### src/design/icpc_pkg.sv
package icpc_pkg;

    // edge mode codes of a capture channel, also the edge code {old, new}
    typedef enum logic [1:0] {
        EDGE_OFF  = 2'd0,
        EDGE_RISE = 2'd1,
        EDGE_FALL = 2'd2,
        EDGE_ANY  = 2'd3
    } t_edge_mode;

    // configuration register indexes
    typedef enum logic [2:0] {
        CFG_CAPTURE1_MODE  = 3'd0,
        CFG_CAPTURE2_MODE  = 3'd1,
        CFG_CAPTURE3_MODE  = 3'd2,
        CFG_COUNTER_ENABLE = 3'd3,
        CFG_COUNTER_GATED  = 3'd4,
        CFG_COUNTER_RISING = 3'd5
    } t_cfg_index;

    localparam int unsigned CfgIndexWidth = 3;
    localparam int unsigned CfgDataWidth  = 2;
    localparam int unsigned PinWidth      = 3;
    localparam int unsigned NumPins       = 8;
    localparam int unsigned TimeWidth     = 16;
    localparam int unsigned CountWidth    = 8;
    localparam int unsigned NumChannels   = 3;

    // highest capture pin and the pulse counter pin
    localparam logic [PinWidth-1:0] LastCapturePin = 3'd2;
    localparam logic [PinWidth-1:0] CounterPin     = 3'd7;

    typedef logic [TimeWidth-1:0]  t_time;
    typedef logic [CountWidth-1:0] t_count;
    typedef logic [PinWidth-1:0]   t_pin;

    // capture unit status, hit index 0 is channel 1 (pin 2)
    typedef struct packed {
        logic [NumChannels-1:0] hit;
        t_time                  captured_time;
    } t_cap_status;

    // pulse counter status
    typedef struct packed {
        logic   edge_seen;
        logic   overflow;
        t_count pulse_count;
    } t_cnt_status;

    // one result item
    typedef struct packed {
        logic [NumPins-1:0] port_value;
        logic               capture1_hit;
        logic               capture2_hit;
        logic               capture3_hit;
        t_time              captured_time;
        logic               counter_edge_seen;
        logic               counter_overflow;
        t_count             pulse_count;
    } t_result;

endpackage

### src/design/icpc_in_if.sv
interface icpc_in_if;
    logic                    valid;
    logic                    ready;
    icpc_pkg::t_pin          pin_number;
    logic                    pin_level;
    icpc_pkg::t_time         timer_count;

    modport source (output valid, output pin_number, output pin_level, output timer_count,
                    input ready);
    modport sink   (input valid, input pin_number, input pin_level, input timer_count,
                    output ready);
endinterface

### src/design/icpc_out_if.sv
interface icpc_out_if;
    logic                                  valid;
    logic                                  ready;
    logic [icpc_pkg::NumPins-1:0]          port_value;
    logic                                  capture1_hit;
    logic                                  capture2_hit;
    logic                                  capture3_hit;
    icpc_pkg::t_time                       captured_time;
    logic                                  counter_edge_seen;
    logic                                  counter_overflow;
    icpc_pkg::t_count                      pulse_count;

    modport source (output valid, output port_value, output capture1_hit,
                    output capture2_hit, output capture3_hit, output captured_time,
                    output counter_edge_seen, output counter_overflow,
                    output pulse_count, input ready);
    modport sink   (input valid, input port_value, input capture1_hit,
                    input capture2_hit, input capture3_hit, input captured_time,
                    input counter_edge_seen, input counter_overflow,
                    input pulse_count, output ready);
endinterface

### src/design/icpc_capture.sv
module icpc_capture (
    input  logic                   i_clk,
    input  logic                   i_rst_n,
    input  logic                   i_accept,
    input  icpc_pkg::t_pin         i_pin,
    input  logic                   i_level,
    input  logic                   i_old_level,
    input  icpc_pkg::t_time        i_timer_count,
    input  icpc_pkg::t_edge_mode   i_mode [icpc_pkg::NumChannels],
    output icpc_pkg::t_cap_status  o_status
);

    icpc_pkg::t_time  r_times [icpc_pkg::NumChannels];
    icpc_pkg::t_time  n_times [icpc_pkg::NumChannels];
    logic [1:0]       chan;
    logic             addressed;
    logic [1:0]       edge_code;
    logic             match;

    // pin 0 maps to channel 3 (entry 2), pin 2 to channel 1 (entry 0)
    always_comb begin
        addressed = (i_pin <= icpc_pkg::LastCapturePin);
        chan      = 2'(icpc_pkg::LastCapturePin - i_pin);
        edge_code = {i_old_level, i_level};
        match     = 1'b0;
        if (addressed && (edge_code == icpc_pkg::EDGE_RISE || edge_code == icpc_pkg::EDGE_FALL))
        begin
            match = (i_mode[chan] == icpc_pkg::t_edge_mode'(edge_code)) ||
                    (i_mode[chan] == icpc_pkg::EDGE_ANY);
        end
    end

    // capture register update and status
    always_comb begin
        n_times                 = r_times;
        o_status.hit            = '0;
        o_status.captured_time  = '0;
        if (match) begin
            n_times[chan]       = i_timer_count;
            o_status.hit[chan]  = 1'b1;
        end
        if (addressed) begin
            o_status.captured_time = n_times[chan];
        end
    end

    always_ff @(posedge i_clk) begin
        if (!i_rst_n) begin
            for (int i = 0; i < icpc_pkg::NumChannels; i++) begin
                r_times[i] <= '0;
            end
        end else if (i_accept) begin
            r_times <= n_times;
        end
    end

    // at most one channel latches per transfer
    a_hit_onehot: assert property (@(posedge i_clk) disable iff (!i_rst_n)
        $onehot0(o_status.hit))
        else $error("more than one capture hit");

    // a hit stores the timer value
    a_hit_latch: assert property (@(posedge i_clk) disable iff (!i_rst_n)
        (i_accept && match) |-> (o_status.captured_time == i_timer_count))
        else $error("capture hit does not report timer value");

endmodule

### src/design/icpc_counter.sv
module icpc_counter (
    input  logic                   i_clk,
    input  logic                   i_rst_n,
    input  logic                   i_accept,
    input  icpc_pkg::t_pin         i_pin,
    input  logic                   i_level,
    input  logic                   i_old_level,
    input  logic                   i_enable,
    input  logic                   i_gated,
    input  logic                   i_rising,
    output icpc_pkg::t_cnt_status  o_status
);

    icpc_pkg::t_count r_count;
    logic             count_edge;

    // counts only the selected edge of pin 7 in event mode
    always_comb begin
        count_edge = (i_pin == icpc_pkg::CounterPin) && i_enable && !i_gated &&
                     (i_old_level != i_level) && (i_rising != i_old_level);
        o_status.edge_seen   = count_edge;
        o_status.overflow    = count_edge && (r_count == '1);
        o_status.pulse_count = count_edge ? r_count + 1'b1 : r_count;
    end

    always_ff @(posedge i_clk) begin
        if (!i_rst_n) begin
            r_count <= '0;
        end else if (i_accept) begin
            r_count <= o_status.pulse_count;
        end
    end

    // each counted transfer advances the counter by one
    a_count_step: assert property (@(posedge i_clk) disable iff (!i_rst_n)
        (i_accept && count_edge) |=> (r_count == $past(r_count) + 1'b1))
        else $error("pulse counter did not advance");

endmodule

### src/design/icpc_skid.sv
module icpc_skid (
    input  logic               i_clk,
    input  logic               i_rst_n,
    input  logic               i_push,
    input  icpc_pkg::t_result  i_data,
    output logic               o_ready,
    icpc_out_if.source         o_out
);

    logic              r_main_valid;
    logic              r_skid_valid;
    icpc_pkg::t_result r_main;
    icpc_pkg::t_result r_skid;
    logic              n_main_valid;
    logic              n_skid_valid;
    icpc_pkg::t_result n_main;
    icpc_pkg::t_result n_skid;
    logic              pop;

    assign o_ready = !r_skid_valid;
    assign pop     = r_main_valid && o_out.ready;

    // two-entry output buffer, main entry drives the port
    always_comb begin
        n_main_valid = r_main_valid;
        n_skid_valid = r_skid_valid;
        n_main       = r_main;
        n_skid       = r_skid;
        if (pop || !r_main_valid) begin
            if (r_skid_valid) begin
                n_main       = r_skid;
                n_main_valid = 1'b1;
                n_skid       = i_data;
                n_skid_valid = i_push;
            end else begin
                n_main       = i_data;
                n_main_valid = i_push;
            end
        end else if (i_push) begin
            n_skid       = i_data;
            n_skid_valid = 1'b1;
        end
    end

    always_ff @(posedge i_clk) begin
        if (!i_rst_n) begin
            r_main_valid <= 1'b0;
            r_skid_valid <= 1'b0;
        end else begin
            r_main_valid <= n_main_valid;
            r_skid_valid <= n_skid_valid;
        end
        r_main <= n_main;
        r_skid <= n_skid;
    end

    assign o_out.valid             = r_main_valid;
    assign o_out.port_value        = r_main.port_value;
    assign o_out.capture1_hit      = r_main.capture1_hit;
    assign o_out.capture2_hit      = r_main.capture2_hit;
    assign o_out.capture3_hit      = r_main.capture3_hit;
    assign o_out.captured_time     = r_main.captured_time;
    assign o_out.counter_edge_seen = r_main.counter_edge_seen;
    assign o_out.counter_overflow  = r_main.counter_overflow;
    assign o_out.pulse_count       = r_main.pulse_count;

    // skid entry only holds data behind a waiting main entry
    a_skid_order: assert property (@(posedge i_clk) disable iff (!i_rst_n)
        r_skid_valid |-> r_main_valid)
        else $error("skid entry valid without main entry");

    // a stalled result moves to nothing else
    a_main_hold: assert property (@(posedge i_clk) disable iff (!i_rst_n)
        (r_main_valid && !o_out.ready) |=> (r_main_valid && r_main == $past(r_main)))
        else $error("stalled result changed");

endmodule

### src/design/input_capture_and_pulse_counter.sv
// Input capture and pulse counter. Each transfer on i_in drives a new level
// onto one port pin together with the timer count and yields one result on
// o_out. Pins 0..2 are capture channels 3..1, pin 7 drives the 8-bit pulse
// counter; writes to pins 3..6 are ignored. One transfer is taken every cycle
// while i_in.ready is high; its result is registered in the output buffer.
// The two-entry buffer keeps i_in.ready high for one more transfer while a
// result waits on o_out, so throughput is one item per cycle whenever the
// sink takes one per cycle. Configuration must be written through i_cfg_we,
// i_cfg_index and i_cfg_data while the block is idle; it is not enforced.
module input_capture_and_pulse_counter (
    input  logic                                  i_clk,
    input  logic                                  i_rst_n,
    input  logic                                  i_cfg_we,
    input  logic [icpc_pkg::CfgIndexWidth-1:0]    i_cfg_index,
    input  logic [icpc_pkg::CfgDataWidth-1:0]     i_cfg_data,
    icpc_in_if.sink                               i_in,
    icpc_out_if.source                            o_out
);

    icpc_pkg::t_edge_mode         r_mode [icpc_pkg::NumChannels];
    logic                         r_cnt_enable;
    logic                         r_cnt_gated;
    logic                         r_cnt_rising;
    logic [icpc_pkg::NumPins-1:0] r_pin_levels;
    logic [icpc_pkg::NumPins-1:0] n_pin_levels;
    logic                         accept;
    logic                         old_level;
    logic                         buf_ready;
    icpc_pkg::t_cap_status        cap_status;
    icpc_pkg::t_cnt_status        cnt_status;
    icpc_pkg::t_result            result;

    assign i_in.ready = buf_ready;
    assign accept     = i_in.valid && buf_ready;
    assign old_level  = r_pin_levels[i_in.pin_number];

    // configuration registers
    always_ff @(posedge i_clk) begin
        if (!i_rst_n) begin
            for (int i = 0; i < icpc_pkg::NumChannels; i++) begin
                r_mode[i] <= icpc_pkg::EDGE_OFF;
            end
            r_cnt_enable <= 1'b0;
            r_cnt_gated  <= 1'b0;
            r_cnt_rising <= 1'b0;
        end else if (i_cfg_we) begin
            unique case (icpc_pkg::t_cfg_index'(i_cfg_index))
                icpc_pkg::CFG_CAPTURE1_MODE:  r_mode[0] <= icpc_pkg::t_edge_mode'(i_cfg_data);
                icpc_pkg::CFG_CAPTURE2_MODE:  r_mode[1] <= icpc_pkg::t_edge_mode'(i_cfg_data);
                icpc_pkg::CFG_CAPTURE3_MODE:  r_mode[2] <= icpc_pkg::t_edge_mode'(i_cfg_data);
                icpc_pkg::CFG_COUNTER_ENABLE: r_cnt_enable <= i_cfg_data[0];
                icpc_pkg::CFG_COUNTER_GATED:  r_cnt_gated  <= i_cfg_data[0];
                icpc_pkg::CFG_COUNTER_RISING: r_cnt_rising <= i_cfg_data[0];
                default: begin
                end
            endcase
        end
    end

    // pin levels, only capture pins and the counter pin follow the input
    always_comb begin
        n_pin_levels = r_pin_levels;
        if (i_in.pin_number <= icpc_pkg::LastCapturePin ||
            i_in.pin_number == icpc_pkg::CounterPin) begin
            n_pin_levels[i_in.pin_number] = i_in.pin_level;
        end
    end

    always_ff @(posedge i_clk) begin
        if (!i_rst_n) begin
            r_pin_levels <= '0;
        end else if (accept) begin
            r_pin_levels <= n_pin_levels;
        end
    end

    icpc_capture u_capture (
        .i_clk         (i_clk),
        .i_rst_n       (i_rst_n),
        .i_accept      (accept),
        .i_pin         (i_in.pin_number),
        .i_level       (i_in.pin_level),
        .i_old_level   (old_level),
        .i_timer_count (i_in.timer_count),
        .i_mode        (r_mode),
        .o_status      (cap_status)
    );

    icpc_counter u_counter (
        .i_clk       (i_clk),
        .i_rst_n     (i_rst_n),
        .i_accept    (accept),
        .i_pin       (i_in.pin_number),
        .i_level     (i_in.pin_level),
        .i_old_level (old_level),
        .i_enable    (r_cnt_enable),
        .i_gated     (r_cnt_gated),
        .i_rising    (r_cnt_rising),
        .o_status    (cnt_status)
    );

    // assemble the result item
    always_comb begin
        result.port_value        = n_pin_levels;
        result.capture1_hit      = cap_status.hit[0];
        result.capture2_hit      = cap_status.hit[1];
        result.capture3_hit      = cap_status.hit[2];
        result.captured_time     = cap_status.captured_time;
        result.counter_edge_seen = cnt_status.edge_seen;
        result.counter_overflow  = cnt_status.overflow;
        result.pulse_count       = cnt_status.pulse_count;
    end

    icpc_skid u_skid (
        .i_clk   (i_clk),
        .i_rst_n (i_rst_n),
        .i_push  (accept),
        .i_data  (result),
        .o_ready (buf_ready),
        .o_out   (o_out)
    );

    // unused pins never leave their reset level
    a_unused_pins: assert property (@(posedge i_clk) disable iff (!i_rst_n)
        r_pin_levels[6:3] == '0)
        else $error("pins three to six changed level");

endmodule

### src/flat_wrapper.sv
// flat-port wrapper written by rule: the top's interface ports become plain ports
module input_capture_and_pulse_counter_flat 
  (i_clk, i_rst_n, i_cfg_we, i_cfg_index, i_cfg_data, i_in_valid, i_in_pin_number, i_in_pin_level, i_in_timer_count, i_in_ready, o_out_valid, o_out_port_value, o_out_capture1_hit, o_out_capture2_hit, o_out_capture3_hit, o_out_captured_time, o_out_counter_edge_seen, o_out_counter_overflow, o_out_pulse_count, o_out_ready);
  icpc_in_if i_in_i ();
  icpc_out_if o_out_i ();
  input  logic i_clk;
  input  logic i_rst_n;
  input  logic i_cfg_we;
  input  logic [icpc_pkg::CfgIndexWidth-1:0] i_cfg_index;
  input  logic [icpc_pkg::CfgDataWidth-1:0] i_cfg_data;
  input wire logic [$bits(i_in_i.valid)-1:0] i_in_valid;
  input wire logic [$bits(i_in_i.pin_number)-1:0] i_in_pin_number;
  input wire logic [$bits(i_in_i.pin_level)-1:0] i_in_pin_level;
  input wire logic [$bits(i_in_i.timer_count)-1:0] i_in_timer_count;
  output wire logic [$bits(i_in_i.ready)-1:0] i_in_ready;
  output wire logic [$bits(o_out_i.valid)-1:0] o_out_valid;
  output wire logic [$bits(o_out_i.port_value)-1:0] o_out_port_value;
  output wire logic [$bits(o_out_i.capture1_hit)-1:0] o_out_capture1_hit;
  output wire logic [$bits(o_out_i.capture2_hit)-1:0] o_out_capture2_hit;
  output wire logic [$bits(o_out_i.capture3_hit)-1:0] o_out_capture3_hit;
  output wire logic [$bits(o_out_i.captured_time)-1:0] o_out_captured_time;
  output wire logic [$bits(o_out_i.counter_edge_seen)-1:0] o_out_counter_edge_seen;
  output wire logic [$bits(o_out_i.counter_overflow)-1:0] o_out_counter_overflow;
  output wire logic [$bits(o_out_i.pulse_count)-1:0] o_out_pulse_count;
  input wire logic [$bits(o_out_i.ready)-1:0] o_out_ready;
  assign i_in_i.valid = i_in_valid;
  assign i_in_i.pin_number = i_in_pin_number;
  assign i_in_i.pin_level = i_in_pin_level;
  assign i_in_i.timer_count = i_in_timer_count;
  assign i_in_ready = i_in_i.ready;
  assign o_out_valid = o_out_i.valid;
  assign o_out_port_value = o_out_i.port_value;
  assign o_out_capture1_hit = o_out_i.capture1_hit;
  assign o_out_capture2_hit = o_out_i.capture2_hit;
  assign o_out_capture3_hit = o_out_i.capture3_hit;
  assign o_out_captured_time = o_out_i.captured_time;
  assign o_out_counter_edge_seen = o_out_i.counter_edge_seen;
  assign o_out_counter_overflow = o_out_i.counter_overflow;
  assign o_out_pulse_count = o_out_i.pulse_count;
  assign o_out_i.ready = o_out_ready;
  input_capture_and_pulse_counter u_core (.i_clk(i_clk), .i_rst_n(i_rst_n), .i_cfg_we(i_cfg_we), .i_cfg_index(i_cfg_index), .i_cfg_data(i_cfg_data), .i_in(i_in_i), .o_out(o_out_i));
endmodule
### config.mk
export PLATFORM = sky130hd
export DESIGN_NAME = input_capture_and_pulse_counter_flat
export DESIGN_NICKNAME = d
export VERILOG_FILES = /design/src/design/icpc_pkg.sv /design/src/design/icpc_in_if.sv /design/src/design/icpc_out_if.sv /design/src/design/icpc_capture.sv /design/src/design/icpc_counter.sv /design/src/design/icpc_skid.sv /design/src/design/input_capture_and_pulse_counter.sv /design/src/flat_wrapper.sv
export SDC_FILE = /design/constraint.sdc
export NUM_CORES = 1
export LEC_CHECK = 0
export BUFFER_PORTS_ARGS = -buffer_cell sky130_fd_sc_hd__buf_4
export CAP_MARGIN = 20
export CORE_MARGIN = 10
export CORE_UTILIZATION = 47
export CTS_BUF_LIST = sky130_fd_sc_hd__clkbuf_4 sky130_fd_sc_hd__clkbuf_8
export DETAILED_ROUTE_END_ITERATION = 6
export HOLD_SLACK_MARGIN = 0.05
export PLACE_DENSITY = 0.75
export SLEW_MARGIN = 25
export SYNTH_ARGS = -nofsm -noshare
export SYNTH_HDL_FRONTEND = slang
export SYNTH_HIERARCHICAL = 1
export SYNTH_SLANG_ARGS = --single-unit
### constraint.sdc
create_clock -name i_clk -period 2.8 [get_ports i_clk]
set_input_delay 0.28 -clock i_clk [delete_from_list [all_inputs] [get_ports i_clk]]
set_output_delay 0.28 -clock i_clk [all_outputs]
set_load 0.01 [all_outputs]
# [Word-level counts from Yosys, hierarchy flattened]
# Index checks and enable logic that the tools add are counted.
[totals] register_bits=149 inputBits=30 out_inout_bits=39
[op_classes] addsub=2 n_lt_le_gt_ge=7 n_eq_ne=14 mux=30 bitwise_logic=1 n_reduce_logical=27
[ops] cell="37-bit two-way mux" n=4
[ops] cell="16-bit two-way mux" n=4
[ops] cell="48-bit bitwise mux" n=1
[ops] cell="48-bit two-way mux" n=1
[ops] cell="16-bit binary-select mux with 2-bit select" n=1
[ops] cell="16-bit demux with 2-bit select" n=1
[ops] cell="8-bit two-way mux" n=2
[ops] cell="2-bit AND reduction" n=7
[ops] cell="1-bit logical AND" n=11
[ops] cell="3-bit equality test (second input constant)" n=3
[ops] cell="8-bit by 1-bit adder with 8-bit output (second input constant)" n=1
[ops] cell="8-bit bitwise mux" n=1
[ops] cell="8-bit equality test (second input constant)" n=1
[ops] cell="1-bit two-way mux" n=8
[ops] cell="3-bit by 2-bit equality test with 1-bit output (second input constant)" n=2
[ops] cell="2-bit binary-select mux with 2-bit select" n=1
[ops] cell="2-bit equality test (second input constant)" n=2
[ops] cell="1-bit logical OR" n=4
[ops] cell="3-bit by 4-bit < comparator with 1-bit output (second input constant)" n=1
[ops] cell="2-bit two-way mux" n=2
[ops] cell="1-bit binary-select mux with 3-bit select" n=1
[ops] cell="1-bit demux with 3-bit select" n=1
[ops] cell="3-bit by 1-bit equality test with 1-bit output (second input constant)" n=1
[ops] cell="3-bit by 1-bit greater-or-equal comparator with 1-bit output (second input constant)" n=1
[ops] cell="other kinds (16)" n=19

# [Depth between registers and ports, before layout]
# Gate-level depths: netlist (run 1).
[depth] depth_word=15 ltp_mapped=12 ltp_nobuf=9

# [Modules after synthesis]
# The synthesis (run 1) kept the hierarchy.
[modules_own_cells] module="icpc_skid" instances=1 cells_per_inst=125 area_per_inst_um2=2767.7 seq_area_each_um2=2262.2
[modules_own_cells] module="icpc_capture" instances=1 cells_per_inst=333 area_per_inst_um2=2763.9 seq_area_each_um2=960.9
[modules_own_cells] module="input_capture_and_pulse_counter" instances=1 cells_per_inst=93 area_per_inst_um2=834.6 seq_area_each_um2=340.3
[modules_own_cells] module="icpc_counter" instances=1 cells_per_inst=67 area_per_inst_um2=555.5 seq_area_each_um2=160.2

# [Worst setup path after synthesis (run 1)]
# No wires, ideal clock.
[synth_path] path_type="input-to-reg" start="in i_in_pin_number[2]" end="reg u_core.u_skid.r_main, in the netlist u_core/u_skid/o_out.captured_time[13] (data pin)" setup_time_ns=0.260 arrival_time_ns=2.549 required_time_ns=2.540 path_slack_ns=-0.009 cell_stages=11 path_buffers=2 path_cell_list="buf_6 > and2b_1 > o2bb2ai_1 > a221o_1 > and4bb_1 > nor2_4 > a41oi_2 > buf_2 > a222oi_1 > o221ai_1 > mux2_2"
[synth_lines] element="start: declaration" line_no="flat_wrapper.sv:12" text="input wire logic [$bits(i_in_i.pin_number)-1:0] i_in_pin_number;"
[synth_lines] element="end signal: assignment" line_no="icpc_skid.sv:53" text="r_main <= n_main;"
[synth_lines] element="end: declaration" line_no="icpc_skid.sv:12" text="icpc_pkg::t_result r_main;"

==> impl_metrics.json, run 1 <==
{
  "ios": 69,
  "portBuffers": 68,
  "drtIter0Drc": 726,
  "skew_ns": 0.0136,
  "yosysSeqAreaShare_pct": 53.8,
  "placed_cell_area_um2": 7740,
  "max_cap_violations": 0,
  "slew_headroom_pct": 49.6,
  "reg2reg_from": "u_core/r_pin_levels[2]$_SDFFE_PN0P_",
  "path_clk_slew_ns": 0.08,
  "synthCells": 618,
  "antenna_found_initial": 0,
  "cp-start-kind": "flip-flop",
  "fin_area_um2": 8300,
  "min_path_type": "in2reg",
  "rsz0062_at_grt": "true",
  "holdPathEnd": "u_core/r_mode[1]$_SDFFE_PN0P_",
  "wl_per_cell_um": 19.8,
  "drive_above_1_share_pct": 30.1,
  "start_util_pct": 47.8,
  "setup_ws_ns": -0.128,
  "reg2regPathDepth": 10,
  "whs_ns": 0.114,
  "power.leakage_nw": 3.01,
  "final_common_cell": "buf_4",
  "min_period_ns": 2.93,
  "r2r-end": "u_core/u_skid/o_out.captured_time[2]$_DFFE_PP_",
  "synthArstFlopShare_pct": 0,
  "syn_nets": 652,
  "num_vias": 5561,
  "die_area_um2": 20000,
  "finalMaxSlewViolations": 0,
  "postRouteAntennaNets": 0,
  "criticalPathCategory": "reg2reg",
  "synthFlopType": "dfxtp_1",
  "grt_max_degree": 57,
  "synth_edf_count": 74,
  "drt_pass1_iterations": 6,
  "synth_cell_types": 57,
  "cp.required_ns": 3.00,
  "outcome": "finished with violations",
  "num_rows": 44,
  "cts_root_buf": "clkbuf_8",
  "crit_path_max_fanout": 16,
  "yosysWarningCount": 6,
  "cts.sinks": 149,
  "place.gp.congestion": 0.799,
  "clk_latency_ns": 0.45,
  "fin_util_pct": 57.3,
  "via_per_inst": 6.15,
  "cts_tree": "done",
  "power_mw": 4.54,
  "drc": 0,
  "grt_first_pass_wirelength_um": 28200,
  "area_growth_pct": 19.9,
  "hold_violations": 0,
  "post-dp-hpwl_um": 11300,
  "finalSetupViolCount": 12,
  "power_density_nw_per_um2": 547,
  "violations": "setup timing",
  "vdd_drop_max_mv": 0.331,
  "cp-end-kind": "flip-flop",
  "avgSynthCellArea_um2": 11.2,
  "grt_pass1_vias": 5560,
  "period_share_pct": 105,
  "worstMarginPinSlew_ns": 0.745,
  "final_cell_mix": "buf_4 (110), edfxtp_1 (74), nand3_1 (72), dfxtp_1 (71), o21ai_0 (58)",
  "die_h_um": 141,
  "cts_buffer_depth": 2,
  "antenna_cells": 0,
  "track_usage_pct": 17.2,
  "tns_ns": -0.446,
  "routed_wl_um": 17900,
  "grt-ovfl-total": 0,
  "htree_levels": 4,
  "final_nets": 741,
  "ys_ff_latch": 149,
  "holdCritStartpoint": "i_cfg_data[1]",
  "cts_buffers": 17,
  "arrival_ns": 3.13,
  "r2r_slack_ns": -0.13,
  "core_um2": 14500,
  "fmax_ghz": 0.342,
  "hold-path-cell-count": 3,
  "synth.cell_area_um2": 6920,
  "die_w_um": 141
}
## report_power, final
part           switching [mW]  internal, mW
registers              0.0273          2.36
logic                   0.257         0.191
clock network           0.809         0.900
total                    1.09          3.45
## registers in the layout, indices dropped and copies added (netlist names), 6 cells and up
register and cells:
u_core/r_mode 6, u_core/r_pin_levels 8, u_core/u_capture/r_times 48, u_core/u_counter/r_count 8, u_core/u_skid/o_out.captured_time 16, u_core/u_skid/o_out.port_value 8
u_core/u_skid/o_out.pulse_count 8, u_core/u_skid/r_skid 37
## area by class of cell
type                    count  area, um2
multi-input cells         407       2930
clock inverters            13        156
repair buffers            119        957
well taps                 184        230
fillers                  1153       6180
inverters                  13       48.8
clock buffers              19        249
flip-flops and latches    149       3730
## what timing repair did
item                                    in CTS  in global routing
pin swaps                                   11                 22
hold buffers                                 0                  0
endpoints found under the setup margin      16                 18
resized for setup                           12                  7
buffers inserted                             3                  7
## Yosys cell counts (11+ instances only)
master    instances  share of area (%)
dfxtp_1          75                 22
edfxtp_1         74                 32
nand3_1          72                5.2
o21ai_0          59                4.3
mux2_2           39                6.3
nand2_1          32                1.7
clkbuf_1         28                1.5
a21boi_1         27                2.9
a21boi_0         22                2.4
nor2_1           17               0.92
o221ai_1         17                2.2
a222oi_1         16                2.3
inv_1            13               0.71
buf_6            12                2.0
a21oi_1          11               0.80
mux2i_1          11                1.6
## worst max-delay path, cell delays in order (launching register included)
cell	delay (ns)
dfxtp_2	0.34
mux2i_2	0.18
o21ai_1	0.09
a221o_1	0.39
and4bb_2	0.31
nor2_4	0.15
a41oi_4	0.14
buf_12	0.18
a222oi_1	0.40
o221ai_1	0.20
mux2_2	0.29
## through the flow
stage / std cells / setup slack [ns]
2_1_floorplan: 618 / 0.00249
3_3_place_gp: 861 / -0.141
3_5_place_dp: 861 / -0.239
4_1_cts: 896 / -0.0812
5_1_grt: 904 / -0.209
6_report: 904 / -0.128
## cell families after synthesis
logic type	after synthesis	synth area share (%)
buf+inv	62	4.90
xor+xnor	8	1.01
compound gates	170	17.5
fa+ha+maj	4	0.723
simple gates	175	14.1
mux	50	7.94
flops	149	53.8
## how the worst max path moves through the flow
stage                                            start                                               to  slack (ns)
2_1_floorplan  u_core/u_skid/r_skid_valid$_SDFFE_PN0P_                u_core/u_skid/r_skid[0]$_DFFE_PP_       0.002
3_3_place_gp                        i_in_pin_number[1]  u_core/u_skid/o_out.captured_time[13]$_DFFE_PP_       -0.14
3_5_place_dp                        i_in_pin_number[1]   u_core/u_skid/o_out.captured_time[4]$_DFFE_PP_       -0.24
4_1_cts            u_core/r_pin_levels[2]$_SDFFE_PN0P_   u_core/u_skid/o_out.captured_time[2]$_DFFE_PP_       -0.08
5_1_grt            u_core/r_pin_levels[6]$_SDFFE_PN0P_   u_core/u_skid/o_out.captured_time[3]$_DFFE_PP_       -0.21
6_report           u_core/r_pin_levels[2]$_SDFFE_PN0P_   u_core/u_skid/o_out.captured_time[2]$_DFFE_PP_       -0.13
## per-layer routing
layer	up-vias	GRT usage, %	part of all wire [%]
li1	2527	-	-
met1	2712	20.8	41
met2	287	28.7	50
met3	35	4.07	8.3
met4	0	7.07	1.7
met5	-	0	0
(Power assumes the default switching activity.)
==> run 2, diff against run 1 <==
--- a/config.mk
+++ b/config.mk
@@ -12,7 +12,7 @@
 export CTS_BUF_LIST = sky130_fd_sc_hd__clkbuf_4 sky130_fd_sc_hd__clkbuf_8
 export DETAILED_ROUTE_END_ITERATION = 6
 export HOLD_SLACK_MARGIN = 0.05
-export PLACE_DENSITY = 0.75
+export PLACE_DENSITY = 0.66
 export SLEW_MARGIN = 25
 export SYNTH_ARGS = -nofsm -noshare
 export SYNTH_HDL_FRONTEND = slang
==> run 2 against run 1 <==
- the run now ends clean
- global-route usage is 0.078 points higher
- register-to-register slack better by 0.14 ns
- sequential power about the same
==> impl_metrics.json, run 2 (synthesis gave the netlist of run 1 again) <==
{
  "antenna_cells": 0,
  "fmax_ghz": 0.359,
  "gr-usage-met3_pct": 5.11,
  "final_nets": 736,
  "via_per_inst": 6.01,
  "min_path_type": "in2reg",
  "finalMaxSlewViolations": 0,
  "grt_pass1_vias": 5262,
  "setup_ws_ns": 0.0125,
  "use_met1_pct": 21.9,
  "wl_per_cell_um": 19.8,
  "cts_tree": "done",
  "final_common_cell": "buf_4",
  "drt_pass1_iterations": 7,
  "antenna_found_initial": 0,
  "largest_reg_flops": 48,
  "core_um2": 14500,
  "cts_buffer_depth": 2,
  "whs_ns": 0.0972,
  "die_w_um": 141,
  "hold_violations": 0,
  "slew_headroom_pct": 56.0,
  "die_area_um2": 20000,
  "criticalPathCategory": "reg2reg",
  "worstMarginPinSlew_ns": 0.659,
  "grt_max_degree": 57,
  "regArea_um2": 3730,
  "arrival_ns": 3.01,
  "placed_cell_area_um2": 7800,
  "cp.required_ns": 3.02,
  "max_cap_violations": 0,
  "pre_cts_ws_ns": -0.190,
  "start_util_pct": 47.8,
  "power_density_nw_per_um2": 562,
  "finalSetupViolCount": 0,
  "grt_util_met2_pct": 27.4,
  "num_rows": 44,
  "period_share_pct": 99.6,
  "cts_buffers": 17,
  "post-dp-hpwl_um": 11500,
  "num_vias": 5402,
  "busiest_layer": "met2",
  "drc": 0,
  "htree_levels": 4,
  "placed_cells": 861,
  "grt-ovfl-total": 0,
  "power.leakage_nw": 3.02,
  "place.gp.congestion": 0.806,
  "postRouteAntennaNets": 0,
  "holdCritStartpoint": "i_cfg_data[1]",
  "stdcell_count": 899,
  "final_cell_mix": "buf_4 (105), edfxtp_1 (74), dfxtp_1 (73), nand3_1 (72), o21ai_0 (59)",
  "min_period_ns": 2.79,
  "cp-end-kind": "flip-flop",
  "drive_above_1_share_pct": 29.0,
  "cp-start-kind": "flip-flop",
  "skew_ns": 0.0123,
  "ios": 69,
  "crit_start": "u_core/r_pin_levels[6]$_SDFFE_PN0P_",
  "portBuffers": 68,
  "tns_ns": 0,
  "cts.sinks": 149,
  "rsz0062_at_grt": "true",
  "hold_buffers": 0,
  "top_register": "u_core/u_capture/r_times",
  "vdd_drop_max_mv": 0.316,
  "track_usage_pct": 17.3,
  "reg2reg_from": "u_core/r_pin_levels[6]$_SDFFE_PN0P_",
  "outcome": "complete, no violations",
  "area_growth_pct": 20.8,
  "clk_latency_ns": 0.47,
  "routed_wl_um": 17800,
  "path_clk_slew_ns": 0.08,
  "die_h_um": 141,
  "cts_root_buf": "clkbuf_8",
  "drtIter0Drc": 545,
  "crit_path_max_fanout": 16,
  "grt_first_pass_wirelength_um": 27700,
  "multi_input_area_um2": 2910,
  "fillers": 1188,
  "fin_area_um2": 8360
}
run 2: timing repair:
action / CTS / global route
setup endpoints to repair: 0 / 16
setup buffers: 0 / 4
gates resized for setup: 0 / 8
hold endpoints to repair: 0 / 0
run 2: power by group:
| part | total (mW) | switching (mW) | internal (mW) |
|---|---|---|---|
| registers | 2.39 | 0.0282 | 2.36 |
| clock network | 1.86 | 0.810 | 1.05 |
| logic | 0.444 | 0.253 | 0.192 |
| total | 4.69 | 1.09 | 3.60 |
run 2: per-stage QoR:
stage               power [mW]  utilization, %
floorplan                 2.64               -
global placement          2.86            53.7
detailed placement        2.88            53.9
CTS                       4.72            57.0
global route              4.85            57.7
finish                    4.69            57.7
run 2: critical path, stage by stage, from the launching register on:
cell and delay (ns):
dfxtp_2 0.33, mux2i_1 0.16, o31ai_1 0.10, a221o_1 0.33
nand2b_1 0.23, o22ai_2 0.24, a41oi_4 0.15, buf_12 0.18
a222oi_1 0.31, o221ai_1 0.22, mux2_2 0.29
run 2: layer usage:
layer	vias to the layer above	share of wire, %
li1	2515	-
met2	234	48
met5	-	0
met3	18	9.2
met4	0	1.3
met1	2635	42
run 2: final cells by class:
cell class                      count  area share, %
Tap cell                          184           2.75
Clock buffer                       21           3.38
Sequential cell                   149           44.6
Timing Repair Buffer              114           11.8
Clock inverter                     11           2.05
Inverter                           13          0.584
Multi-Input combinational cell    407           34.9
run 2: path summary, 6_finish.rpt:
kind,slack [ns],endpoint,cells after the start
setup / recovery,0.01,u_core/u_skid/o_out.captured_time[13]$_DFFE_PP_,10
hold / removal,0.1,u_core/r_mode[3]$_SDFFE_PN0P_,3
setup reg to reg,0.01,u_core/u_skid/o_out.captured_time[13]$_DFFE_PP_,10
hold reg to reg,0.48,u_core/u_capture/r_times[32]$_SDFFE_PN0P_,2
==> run 3, diff against run 2 <==
--- a/config.mk
+++ b/config.mk
@@ -8,11 +8,11 @@
 export BUFFER_PORTS_ARGS = -buffer_cell sky130_fd_sc_hd__buf_4
 export CAP_MARGIN = 20
 export CORE_MARGIN = 10
-export CORE_UTILIZATION = 47
+export CORE_UTILIZATION = 50
 export CTS_BUF_LIST = sky130_fd_sc_hd__clkbuf_4 sky130_fd_sc_hd__clkbuf_8
 export DETAILED_ROUTE_END_ITERATION = 6
 export HOLD_SLACK_MARGIN = 0.05
-export PLACE_DENSITY = 0.66
+export PLACE_DENSITY = 0.7
 export SLEW_MARGIN = 25
 export SYNTH_ARGS = -nofsm -noshare
 export SYNTH_HDL_FRONTEND = slang
==> run 3 against run 2 <==
- the run now ends with setup timing left
- critical path depth up 1
- first-iteration DRC count up 15%
- worst setup slack worse by 0.11 ns
- cell count down 0.56%
- flip-flop and latch count unchanged
==> impl_metrics.json, run 3 (synthesis gave the netlist of run 1 again) <==
{
  "outcome": "finished with violations",
  "violations": "setup timing",
  "antenna_cells": 0,
  "cp.required_ns": 3.01,
  "worstMarginPinSlew_ns": 0.674,
  "drt_pass1_iterations": 6,
  "rsz0062_at_grt": "true",
  "whs_ns": 0.0982,
  "power_density_nw_per_um2": 553,
  "fin_area_um2": 8340,
  "finalSetupViolCount": 11,
  "largest_reg_flops": 48,
  "cts.sinks": 149,
  "max_cap_violations": 0,
  "postRouteAntennaNets": 0,
  "cp-end-kind": "flip-flop",
  "num_rows": 42,
  "vdd_drop_max_mv": 0.353,
  "path_clk_slew_ns": 0.08,
  "wl_per_cell_um": 19.5,
  "min_period_ns": 2.90,
  "core_um2": 13400,
  "htree_levels": 4,
  "finalMaxSlewViolations": 0,
  "stdcell_count": 894,
  "area_growth_pct": 20.5,
  "placed_cells": 850,
  "cts_tree": "done",
  "skew_ns": 0.0115,
  "via_per_inst": 6.11,
  "cp-start-kind": "flip-flop",
  "post-dp-hpwl_um": 11400,
  "die_w_um": 138,
  "arrival_ns": 3.11,
  "die_h_um": 138,
  "fillers": 1063,
  "final_nets": 739,
  "drc": 0,
  "multi_input_area_um2": 2960,
  "power_mw": 4.62,
  "fmax_ghz": 0.345,
  "drive_above_1_share_pct": 29.8,
  "tns_ns": -0.576,
  "cts_root_buf": "clkbuf_8",
  "power.leakage_nw": 3.02,
  "path_delay_family": "compound AO/OA/AOI/OAI gates",
  "grt_first_pass_wirelength_um": 27300,
  "drtIter0Drc": 628,
  "setup_ws_ns": -0.0982,
  "critPathBufInv": 2,
  "final_cell_mix": "buf_4 (109), edfxtp_1 (74), nand3_1 (72), dfxtp_1 (71), o21ai_0 (58)",
  "top_register": "u_core/u_capture/r_times",
  "final_common_cell": "buf_4",
  "placed_cell_area_um2": 7740,
  "critPathSlowestCell": "a221o_1",
  "crit_path_max_fanout": 8,
  "regArea_um2": 3730,
  "clk_latency_ns": 0.45,
  "crit_path_frequent_cell": "buf_4",
  "antenna_found_initial": 0,
  "slew_headroom_pct": 54.4,
  "cts_buffers": 17,
  "start_util_pct": 51.7,
  "cpPeakStageDelay_ns": 0.40,
  "grt_max_degree": 57,
  "grt_pass1_vias": 5186,
  "ios": 69,
  "portBuffers": 68,
  "period_share_pct": 104,
  "min_path_type": "in2reg",
  "routed_wl_um": 17500,
  "place.gp.congestion": 0.864,
  "num_vias": 5465,
  "track_usage_pct": 18.2,
  "hold_buffers": 0,
  "hold_violations": 0,
  "crit_chain": "mux2i_1 > o21ai_1 > a221o_1 > nand2b_4 > o22ai_4 > buf_4 > a41oi_4 > buf_4 > a222oi_1 > o221ai_1 > mux2_2",
  "grt-ovfl-total": 0,
  "cts_buffer_depth": 2,
  "criticalPathCategory": "reg2reg",
  "die_area_um2": 18900
}
==> run 3: final timing paths <==
kind                                                           from                                              to  slack (ns)  cells past startpoint
worst max-delay path            u_core/r_pin_levels[2]$_SDFFE_PN0P_  u_core/u_skid/o_out.captured_time[3]$_DFFE_PP_        -0.1                     11
worst min register to register  u_core/r_pin_levels[0]$_SDFFE_PN0P_             u_core/r_pin_levels[0]$_SDFFE_PN0P_        0.48                      2
worst max register to register  u_core/r_pin_levels[2]$_SDFFE_PN0P_  u_core/u_skid/o_out.captured_time[3]$_DFFE_PP_        -0.1                     11
worst min-delay path                                  i_cfg_data[1]                   u_core/r_mode[3]$_SDFFE_PN0P_         0.1                      3
==> run 3: through the flow <==
| step | worst slack, ns | util (%) |
|---|---|---|
| detailed placement | -0.301 | 57.8 |
| global route | -0.208 | 62.3 |
| finish | -0.0982 | 62.3 |
| floorplan | 0.00249 | - |
| global placement | -0.230 | 57.6 |
| CTS | 0.00318 | 61.5 |
==> run 3: tightest hold or removal path: cells and delay by family <==
| family | cells | cell delay, ns |
|---|---|---|
| buf+inv | 1 | 0.10 |
| simple gates | 1 | 0.08 |
| mux | 1 | 0.06 |
==> run 3: cell type report <==
| cell class | count | share of cell area, % |
|---|---|---|
| Clock buffer | 19 | 3.06 |
| Clock inverter | 13 | 2.04 |
| Inverter | 13 | 0.585 |
| Multi-Input combinational cell | 408 | 35.5 |
| Sequential cell | 149 | 44.7 |
| Tap cell | 176 | 2.64 |
| Timing Repair Buffer | 116 | 11.5 |
==> run 3: power by group <==
group	switching, mW	internal (mW)
sequential	0.0250	2.36
clock	0.844	0.931
combinational	0.261	0.199
==> run 3: what timing repair did <==
| item | 4_1_cts | 5_1_grt |
|---|---|---|
| pin swaps | 6 | 25 |
| endpoints found under the hold margin | 0 | 0 |
| gates cloned | 1 | 1 |
| setup buffers | 4 | 6 |
| setup endpoints to repair | 12 | 17 |
| resized for setup | 6 | 7 |
==> run 3: metal layers <==
| layer | GRT usage (%) | routed length, um |
|---|---|---|
| met1 | 24.3 | 7520 |
| met2 | 27.0 | 7950 |
| met3 | 6.19 | 1740 |
| met4 | 6.26 | 250 |
| met5 | 0 | 0 |
